==> config.mk <==
export PLATFORM = sky130hd
export DESIGN_NAME = ordered_list_insert_erase_find
export DESIGN_NICKNAME = d
export VERILOG_FILES = /design/src/sv/olist_pkg.sv /design/src/sv/ordered_list_insert_erase_find.sv /design/src/sv/olist_cell.sv /design/src/sv/olist_first.sv
export SDC_FILE = /design/constraint.sdc
export NUM_CORES = 2
export LEC_CHECK = 0
export BUFFER_PORTS_ARGS = -buffer_cell sky130_fd_sc_hd__buf_2
export CORE_MARGIN = 10
export CORE_UTILIZATION = 60
export CTS_CLUSTER_SIZE = 25
export DETAILED_ROUTE_END_ITERATION = 8
export PLACE_DENSITY = 0.76
export RECOVER_POWER = 100
export SETUP_SLACK_MARGIN = 0.5
export SLEW_MARGIN = 20
export SYNTH_ARGS = -nofsm -noshare
export SYNTH_HDL_FRONTEND = slang
export SYNTH_SLANG_ARGS = --single-unit
==> constraint.sdc <==
create_clock -name i_clk -period 8.05 [get_ports i_clk]
set_input_delay 0.805 -clock i_clk [delete_from_list [all_inputs] [get_ports i_clk]]
set_output_delay 0.805 -clock i_clk [all_outputs]
set_load 0.01 [all_outputs]
==> src/sv/olist_pkg.sv <==
package olist_pkg;

    // default sizes
    localparam int DEPTH_DEF      = 16;
    localparam int DATA_WIDTH_DEF = 32;

    // fixed field widths at the ports
    localparam int CMD_W    = 2;
    localparam int POS_W    = 5;
    localparam int VAL_W    = 32;
    localparam int STATUS_W = 2;
    localparam int IDX_W    = 4;
    localparam int CNT_W    = 5;

    // command codes
    typedef enum logic [CMD_W-1:0] {
        CMD_INSERT  = 2'd0,
        CMD_ERASE   = 2'd1,
        CMD_FIND    = 2'd2,
        CMD_REPLACE = 2'd3
    } t_cmd;

    // status codes
    typedef enum logic [STATUS_W-1:0] {
        ST_OK        = 2'd0,
        ST_FULL      = 2'd1,
        ST_RANGE     = 2'd2,
        ST_NOT_FOUND = 2'd3
    } t_status;

    // per-cycle operation broadcast to every cell
    typedef struct packed {
        logic sample;   // capture compare result
        logic ins;      // insert that passed its checks
        logic era;      // erase that passed its checks
        logic rep;      // replace with a match
    } t_cell_ctrl;

endpackage

==> src/sv/ordered_list_insert_erase_find.sv <==
// An accepted command passes through the compare and apply states before its result is
// registered; apply waits while an older result still waits unclaimed at the output.
// No new command is taken until the current one is applied: each runs the registered
// compare in every cell, then the lowest-match pick and the shift of the cell chain.
// A waiting result sits in the output register while the next command is taken.
// Reset (synchronous, active low) empties the list and clears the handshakes;
// entry contents stay undefined until written.
module ordered_list_insert_erase_find #(
    parameter int DEPTH      = olist_pkg::DEPTH_DEF,
    parameter int DATA_WIDTH = olist_pkg::DATA_WIDTH_DEF
) (
    input  logic                           i_clk,
    input  logic                           i_rst_n,
    input  logic                           i_in_valid,
    output logic                           o_in_ready,
    input  logic [olist_pkg::CMD_W-1:0]    i_command,
    input  logic [olist_pkg::POS_W-1:0]    i_position,
    input  logic [olist_pkg::VAL_W-1:0]    i_value,
    input  logic [olist_pkg::VAL_W-1:0]    i_new_value,
    output logic                           o_out_valid,
    input  logic                           i_out_ready,
    output logic [olist_pkg::STATUS_W-1:0] o_status,
    output logic [olist_pkg::IDX_W-1:0]    o_found_index,
    output logic [olist_pkg::CNT_W-1:0]    o_entry_count
);

    localparam int CW    = $clog2(DEPTH + 1);
    localparam int IW    = $clog2(DEPTH);
    localparam int POS_W = olist_pkg::POS_W;
    localparam int CMPW  = (CW > POS_W) ? CW : POS_W;
    localparam int VW    = olist_pkg::VAL_W;
    localparam int IXW   = olist_pkg::IDX_W;
    localparam int CNW   = olist_pkg::CNT_W;

    typedef enum logic [1:0] {
        S_IDLE,
        S_CMP,
        S_APPLY
    } t_state;

    t_state                r_state;
    olist_pkg::t_cmd       r_cmd;
    logic [CMPW-1:0]       r_pos;
    logic [DATA_WIDTH-1:0] r_value;
    logic [DATA_WIDTH-1:0] r_new_value;
    logic [CW-1:0]         r_count;
    logic [CW-1:0]         n_count;
    logic                  r_out_valid;
    olist_pkg::t_status    r_status;
    olist_pkg::t_status    n_status;
    logic [IXW-1:0]        r_found_index;
    logic [CNW-1:0]        r_entry_count;

    logic [DATA_WIDTH+VW-1:0] w_val_ext;
    logic [DATA_WIDTH+VW-1:0] w_nval_ext;
    logic [CMPW+POS_W-1:0]    w_pos_ext;
    logic [CMPW-1:0]          w_count;
    logic [IW+IXW-1:0]        w_idx_ext;
    logic [CW+CNW-1:0]        w_cnt_ext;
    logic [IW-1:0]            n_idx;

    logic                  w_in_acc;
    logic                  w_stall;
    logic                  w_go;
    logic                  w_ok;
    olist_pkg::t_cell_ctrl w_ctrl;

    logic [DATA_WIDTH-1:0] w_entry [DEPTH];
    logic [DEPTH-1:0]      w_match;
    logic [DEPTH-1:0]      w_first;
    logic [IW-1:0]         w_index;
    logic                  w_hit;

    // input handshake and fields widened to internal sizes
    assign o_in_ready = (r_state == S_IDLE);
    assign w_in_acc   = i_in_valid && o_in_ready;
    assign w_val_ext  = {{DATA_WIDTH{1'b0}}, i_value};
    assign w_nval_ext = {{DATA_WIDTH{1'b0}}, i_new_value};
    assign w_pos_ext  = {{CMPW{1'b0}}, i_position};
    assign w_count    = CMPW'(r_count);

    // apply waits while an older result is still unclaimed
    assign w_stall = r_out_valid && !i_out_ready;
    assign w_go    = (r_state == S_APPLY) && !w_stall;

    // command checks and result fields
    always_comb begin
        n_status = olist_pkg::ST_OK;
        n_count  = r_count;
        n_idx    = '0;
        case (r_cmd)
            olist_pkg::CMD_INSERT: begin
                if (w_count >= CMPW'(DEPTH)) begin
                    n_status = olist_pkg::ST_FULL;
                end else if (r_pos > w_count) begin
                    n_status = olist_pkg::ST_RANGE;
                end else begin
                    n_count = r_count + CW'(1);
                end
            end
            olist_pkg::CMD_ERASE: begin
                if (r_pos >= w_count) begin
                    n_status = olist_pkg::ST_RANGE;
                end else begin
                    n_count = r_count - CW'(1);
                end
            end
            olist_pkg::CMD_FIND, olist_pkg::CMD_REPLACE: begin
                if (w_hit) begin
                    n_idx = w_index;
                end else begin
                    n_status = olist_pkg::ST_NOT_FOUND;
                end
            end
            default: begin
                n_status = olist_pkg::ST_OK;
            end
        endcase
    end

    assign w_ok      = (n_status == olist_pkg::ST_OK);
    assign w_idx_ext = {{IXW{1'b0}}, n_idx};
    assign w_cnt_ext = {{CNW{1'b0}}, n_count};

    // operation broadcast to the chain
    always_comb begin
        w_ctrl.sample = (r_state == S_CMP);
        w_ctrl.ins    = w_go && w_ok && (r_cmd == olist_pkg::CMD_INSERT);
        w_ctrl.era    = w_go && w_ok && (r_cmd == olist_pkg::CMD_ERASE);
        w_ctrl.rep    = w_go && w_ok && (r_cmd == olist_pkg::CMD_REPLACE);
    end

    // chain of cells, each talking to its neighbors
    for (genvar g = 0; g < DEPTH; g++) begin : g_cell
        logic [DATA_WIDTH-1:0] w_left;
        logic [DATA_WIDTH-1:0] w_right;

        if (g == 0) begin : g_lo
            assign w_left = r_value;
        end else begin : g_lo
            assign w_left = w_entry[g-1];
        end
        if (g == DEPTH - 1) begin : g_hi
            assign w_right = '0;
        end else begin : g_hi
            assign w_right = w_entry[g+1];
        end

        olist_cell #(
            .DEPTH      (DEPTH),
            .DATA_WIDTH (DATA_WIDTH),
            .INDEX      (g),
            .CMPW       (CMPW)
        ) u_cell (
            .i_clk       (i_clk),
            .i_rst_n     (i_rst_n),
            .i_ctrl      (w_ctrl),
            .i_pos       (r_pos),
            .i_count     (w_count),
            .i_value     (r_value),
            .i_new_value (r_new_value),
            .i_left      (w_left),
            .i_right     (w_right),
            .i_first     (w_first[g]),
            .o_entry     (w_entry[g]),
            .o_match     (w_match[g])
        );
    end

    // lowest matching cell
    olist_first #(
        .DEPTH (DEPTH)
    ) u_first (
        .i_match (w_match),
        .o_first (w_first),
        .o_index (w_index),
        .o_hit   (w_hit)
    );

    // command capture, sequencing, count and result register
    always_ff @(posedge i_clk) begin
        if (!i_rst_n) begin
            r_state     <= S_IDLE;
            r_count     <= '0;
            r_out_valid <= 1'b0;
        end else begin
            if (w_go) begin
                r_out_valid <= 1'b1;
            end else if (r_out_valid && i_out_ready) begin
                r_out_valid <= 1'b0;
            end
            case (r_state)
                S_IDLE: begin
                    if (w_in_acc) begin
                        r_state <= S_CMP;
                    end
                end
                S_CMP: begin
                    r_state <= S_APPLY;
                end
                S_APPLY: begin
                    if (w_go) begin
                        r_state <= S_IDLE;
                        r_count <= n_count;
                    end
                end
                default: begin
                    r_state <= S_IDLE;
                end
            endcase
        end
        if (w_in_acc) begin
            r_cmd       <= olist_pkg::t_cmd'(i_command);
            r_pos       <= w_pos_ext[CMPW-1:0];
            r_value     <= w_val_ext[DATA_WIDTH-1:0];
            r_new_value <= w_nval_ext[DATA_WIDTH-1:0];
        end
        if (w_go) begin
            r_status      <= n_status;
            r_found_index <= w_idx_ext[IXW-1:0];
            r_entry_count <= w_cnt_ext[CNW-1:0];
        end
    end

    assign o_out_valid   = r_out_valid;
    assign o_status      = r_status;
    assign o_found_index = r_found_index;
    assign o_entry_count = r_entry_count;

endmodule

==> src/sv/olist_cell.sv <==
module olist_cell #(
    parameter int DEPTH      = olist_pkg::DEPTH_DEF,
    parameter int DATA_WIDTH = olist_pkg::DATA_WIDTH_DEF,
    parameter int INDEX      = 0,
    parameter int CMPW       = olist_pkg::POS_W
) (
    input  logic                   i_clk,
    input  logic                   i_rst_n,
    input  olist_pkg::t_cell_ctrl  i_ctrl,
    input  logic [CMPW-1:0]        i_pos,
    input  logic [CMPW-1:0]        i_count,
    input  logic [DATA_WIDTH-1:0]  i_value,
    input  logic [DATA_WIDTH-1:0]  i_new_value,
    input  logic [DATA_WIDTH-1:0]  i_left,
    input  logic [DATA_WIDTH-1:0]  i_right,
    input  logic                   i_first,
    output logic [DATA_WIDTH-1:0]  o_entry,
    output logic                   o_match
);

    localparam logic [CMPW-1:0] MY_IDX = CMPW'(INDEX);

    logic [DATA_WIDTH-1:0] r_entry;
    logic [DATA_WIDTH-1:0] n_entry;
    logic                  r_match;
    logic                  n_match;

    // next entry: shift from a neighbor, load, or overwrite
    always_comb begin
        n_entry = r_entry;
        if (i_ctrl.ins) begin
            if (MY_IDX == i_pos) begin
                n_entry = i_value;
            end else if (MY_IDX > i_pos && MY_IDX <= i_count) begin
                n_entry = i_left;
            end
        end else if (i_ctrl.era) begin
            if (MY_IDX >= i_pos && (MY_IDX + CMPW'(1)) < i_count) begin
                n_entry = i_right;
            end
        end else if (i_ctrl.rep && i_first) begin
            n_entry = i_new_value;
        end
    end

    // compare only live entries
    assign n_match = (r_entry == i_value) && (MY_IDX < i_count);

    // entry storage, no reset needed
    always_ff @(posedge i_clk) begin
        r_entry <= n_entry;
    end

    // registered compare result
    always_ff @(posedge i_clk) begin
        if (!i_rst_n) begin
            r_match <= 1'b0;
        end else if (i_ctrl.sample) begin
            r_match <= n_match;
        end
    end

    assign o_entry = r_entry;
    assign o_match = r_match;

endmodule

==> src/sv/olist_first.sv <==
module olist_first #(
    parameter int DEPTH = olist_pkg::DEPTH_DEF
) (
    input  logic [DEPTH-1:0]         i_match,
    output logic [DEPTH-1:0]         o_first,
    output logic [$clog2(DEPTH)-1:0] o_index,
    output logic                     o_hit
);

    localparam int IW = $clog2(DEPTH);

    // isolate lowest set bit
    assign o_first = i_match & (~i_match + DEPTH'(1));
    assign o_hit   = |i_match;

    // one-hot to binary
    always_comb begin
        o_index = '0;
        for (int i = 0; i < DEPTH; i++) begin
            if (o_first[i]) begin
                o_index = o_index | IW'(i);
            end
        end
    end

endmodule

==> results by group <==
Outcome
  – Outcome: complete, but fails checks
  – Failing checks: max-capacitance violations, max-slew violations

CTS
  – Setup repair bufs after CTS: 0
  – Resized cells post-CTS: 0
  – H-Tree Depth: 3
  – TritonCTS clock tree: built
  – Cts bufs inserted: 70
  – Clock Path Buffers: 3
  – Clk_lat worst skew: 630 ps
  – Clock Pin Slew Worst Setup and Hold Paths: 60 ps
  – Hold Buf Count CTS: 0
  – # clock sinks: 618
  – CTS root buf: clkbuf_16

STA
  – Hold Fails Final Rpt: 0
  – Maximum achievable frequency: 161 MHz
  – Post-Route Setup TNS: 0 ps
  – Final min period: 6220 ps
  – Rel. slew slack: -85.8%
  – Final Worst Setup Slack: 1830 ps
  – WHS: 353 ps
  – Count of final max-slew check failures: 798
  – Least-Margin Pin Slew: 2780 ps
  – RSZ-0062 raised after global routing: false
  – Setup violators final: 0
  – Worst-case clock skew: 26.4 ps
  – Period utilization: 77.3%

Synth
  – Largest family of logic cells by synthesized area: compound AO/OA/AOI/OAI gates
  – Async S/R FF share, synth: 0%
  – Synthesized area: 0.0379 mm2
  – Yosys top cell area share: 47.1%
  – Synth Area in Simple Gates: 10.1%
  – Ys flop type: edfxtp_1
  – Compound-Gate Fraction of Synth Area: 12.6%
  – Post-Syn Nets: 3575
  – Synth Instances: 3490
  – Number of synthesized register bits: 618
  – Netlist cell types: 68
  – Adder-Cell Fraction of Synth Area: 0.330%
  – Mux cell area share after synthesis: 12.4%
  – XOR/XNOR Fraction of Synth Area: 11.9%
  – Mean post-synth cell area: 10.9 um2
  – Post-synth EDFFs: 594
  – Post-synth top area cell: edfxtp_1
  – Sequential area share after synthesis: 48.4%
  – Synth warn: 0
  – Top cells by area, synth: edfxtp_1 47%, mux2i_1 12%, o211ai_1 8.7%

Placement
  – Place WS: 3370 ps
  – IO buf count: 87
  – DPL Wire Length: 85900 um
  – RePlAce Congestion: 0.966

Floorplan
  – Die H: 271 um
  – IO Pins: 88
  – Placeable Area: 0.0627 mm2
  – Die ar.: 0.0736 mm2
  – Die W: 271 um
  – Effective utilization at floorplan: 60.4%
  – Std-Cell Rows: 92

Power and ir drop
  – Pwr dens: 185 mW/mm2
  – Leakage Power: 14.7 nW
  – Worst VDD drop: 0.000144 V

Critical path
  – CP Data Required Time: 8410 ps
  – CP max FO: 39
  – Worst path arrival time: 6580 ps
  – Crit end category: register
  – Worst setup SP type: register
  – Crit Path Category: reg -> reg

Global routing
  – First-pass GRT wire length: 186000 um
  – Number of global-route vias before repair: 29.3k
  – Global route overflow: 0
  – Initial antenna violation count: 3
  – Gr usage total: 32.6%
  – Largest net degree at the start of global routing: 240

Layout
  – # nets final: 3451
  – Seq. cell area: 0.0183 mm2
  – Layout cells sized above 1: 7.31%
  – Area grow syn2layout: 7.45%
  – Area of the multi-input gates: 0.0182 mm2
  – FILL cells: 4879

Routing
  – WL final: 125000 um
  – Remaining DRCs: 0
  – Drt via density: 7.02
  – DR iter-0 viols: 4851
  – Drt pass-1 iters: 8
  – Antenna-violating nets left: 0
  – Vias after detailed routing: 30.0k
  – Wire per inst: 29.3 um

Worst hold path
  – Worst min path class: in -> reg

Job
  – Max-cap violations: 19
==> per-layer routing <==
layer  vias up  wire (um)  GRT usage, %
met5         -         12             0
met4         2       3040          8.89
met3       234      17700          10.2
met2      2218      56300          49.3
met1     14800      47900          44.7
li1      12700          -             -
==> layout make-up <==
class / instances / area share [%]
clock buffers: 88 / 4.49
repair buffers: 155 / 2.29
clock inverters: 39 / 0.799
multi-input cells: 2505 / 44.6
diodes: 2 / 0.0123
flip-flops and latches: 618 / 45.0
well taps: 846 / 2.60
inverters: 16 / 0.148
==> cells in the mapped netlist (4+ instances only) <==
| cell type | count |
|---|---|
| a221oi_1 | 4 |
| mux2i_1 | 471 |
| buf_1 | 14 |
| a31oi_1 | 6 |
| nand4_1 | 75 |
| a211oi_1 | 10 |
| nor2b_1 | 16 |
| nand2_1 | 535 |
| buf_4 | 29 |
| buf_6 | 6 |
| o31ai_1 | 6 |
| nor4_1 | 97 |
| and2_1 | 6 |
| a21oi_1 | 51 |
| edfxtp_1 | 594 |
| nand2b_1 | 9 |
| buf_2 | 60 |
| o21a_1 | 5 |
| xnor2_1 | 202 |
| and3_1 | 8 |
| a21boi_0 | 12 |
| nor2_1 | 42 |
| inv_1 | 13 |
| o22ai_1 | 6 |
| or3_1 | 4 |
| ha_1 | 10 |
| o21ai_0 | 54 |
| clkbuf_1 | 242 |
| nand3_1 | 29 |
| nor3_1 | 16 |
| a22oi_1 | 33 |
| o211ai_1 | 440 |
| xor2_1 | 313 |
| dfxtp_1 | 24 |
==> path summary, 6_finish.rpt <==
check,cells past startpoint,from,end,slack (ps)
setup / recovery,8,r_count[4],g_cell[10].u_cell.o_entry[13],1830
hold / removal,1,i_new_value[26],r_new_value[26],350
setup reg to reg,8,r_count[4],g_cell[10].u_cell.o_entry[13],1830
hold reg to reg,2,g_cell[15].u_cell.o_match,g_cell[15].u_cell.o_match,490
==> cell usage in the layout, fill, tap and decap left out, types with 16 or more instances in the layout <==
cell and count:
a21oi_1 49, a22oi_1 33, clkinv_1 20, nand2_1 535, nor4_1 95, nor2_1 41
mux2i_1 471, nand4_1 75, clkbuf_16 70, xnor2_1 202, o21ai_0 54, nand3_1 22
edfxtp_1 594, buf_2 73, buf_4 45, clkbuf_1 48, nor2b_1 16, dfxtp_1 24
o211ai_1 440, xor2_1 313
==> stage by stage <==
stage          cell area (um2)  total power [W]  instances  util [%]
6_report                 40700          0.00752       4269      64.9
2_1_floorplan            37900          0.00416       3490         -
4_1_cts                  40800          0.00749       4264      65.0
5_1_grt                  40700          0.00768       4267      64.9
3_5_place_dp             38600          0.00440       4137      61.6
3_3_place_gp             38600          0.00438       4135      61.5
==> state kept, by name, indices dropped and copies added (netlist names) <==
name,cells
g_cell.w_left,32
o_out_valid,1
o_found_index,4
o_status,2
r_state,2
r_pos,5
r_new_value,32
g_cell.u_cell.o_entry,512
r_count,5
g_cell.u_cell.o_match,16
o_entry_count,5
r_cmd,2
==> where the power goes <==
group,switching (W),internal (W),total [W]
combinational,0.000508,0.000235,0.000743
sequential,0.0000392,0.00359,0.00363
clock,0.00137,0.00177,0.00315
total,0.00192,0.00560,0.00752
==> critical path: stages (launching register included) <==
cell and delay [ps]:
dfxtp_1 740, inv_1 320, ha_1 410, nand3_1 130, o21a_1 340, o211ai_4 210, clkbuf_1 1980, a21oi_1 1290
buf_16 510
==> cell families (layout without fill, tap and decap cells) <==
logic type,count (synthesis),in the layout
buffers and inverters,367,298
xor gates and xnor gates,515,515
muxes,471,471
and+or+nand+nor,850,850
AOI/OAI and AO/OA,659,659
DFF,618,618
adders and majority gates,10,10
other,0,2
(Power assumes the default switching activity.)
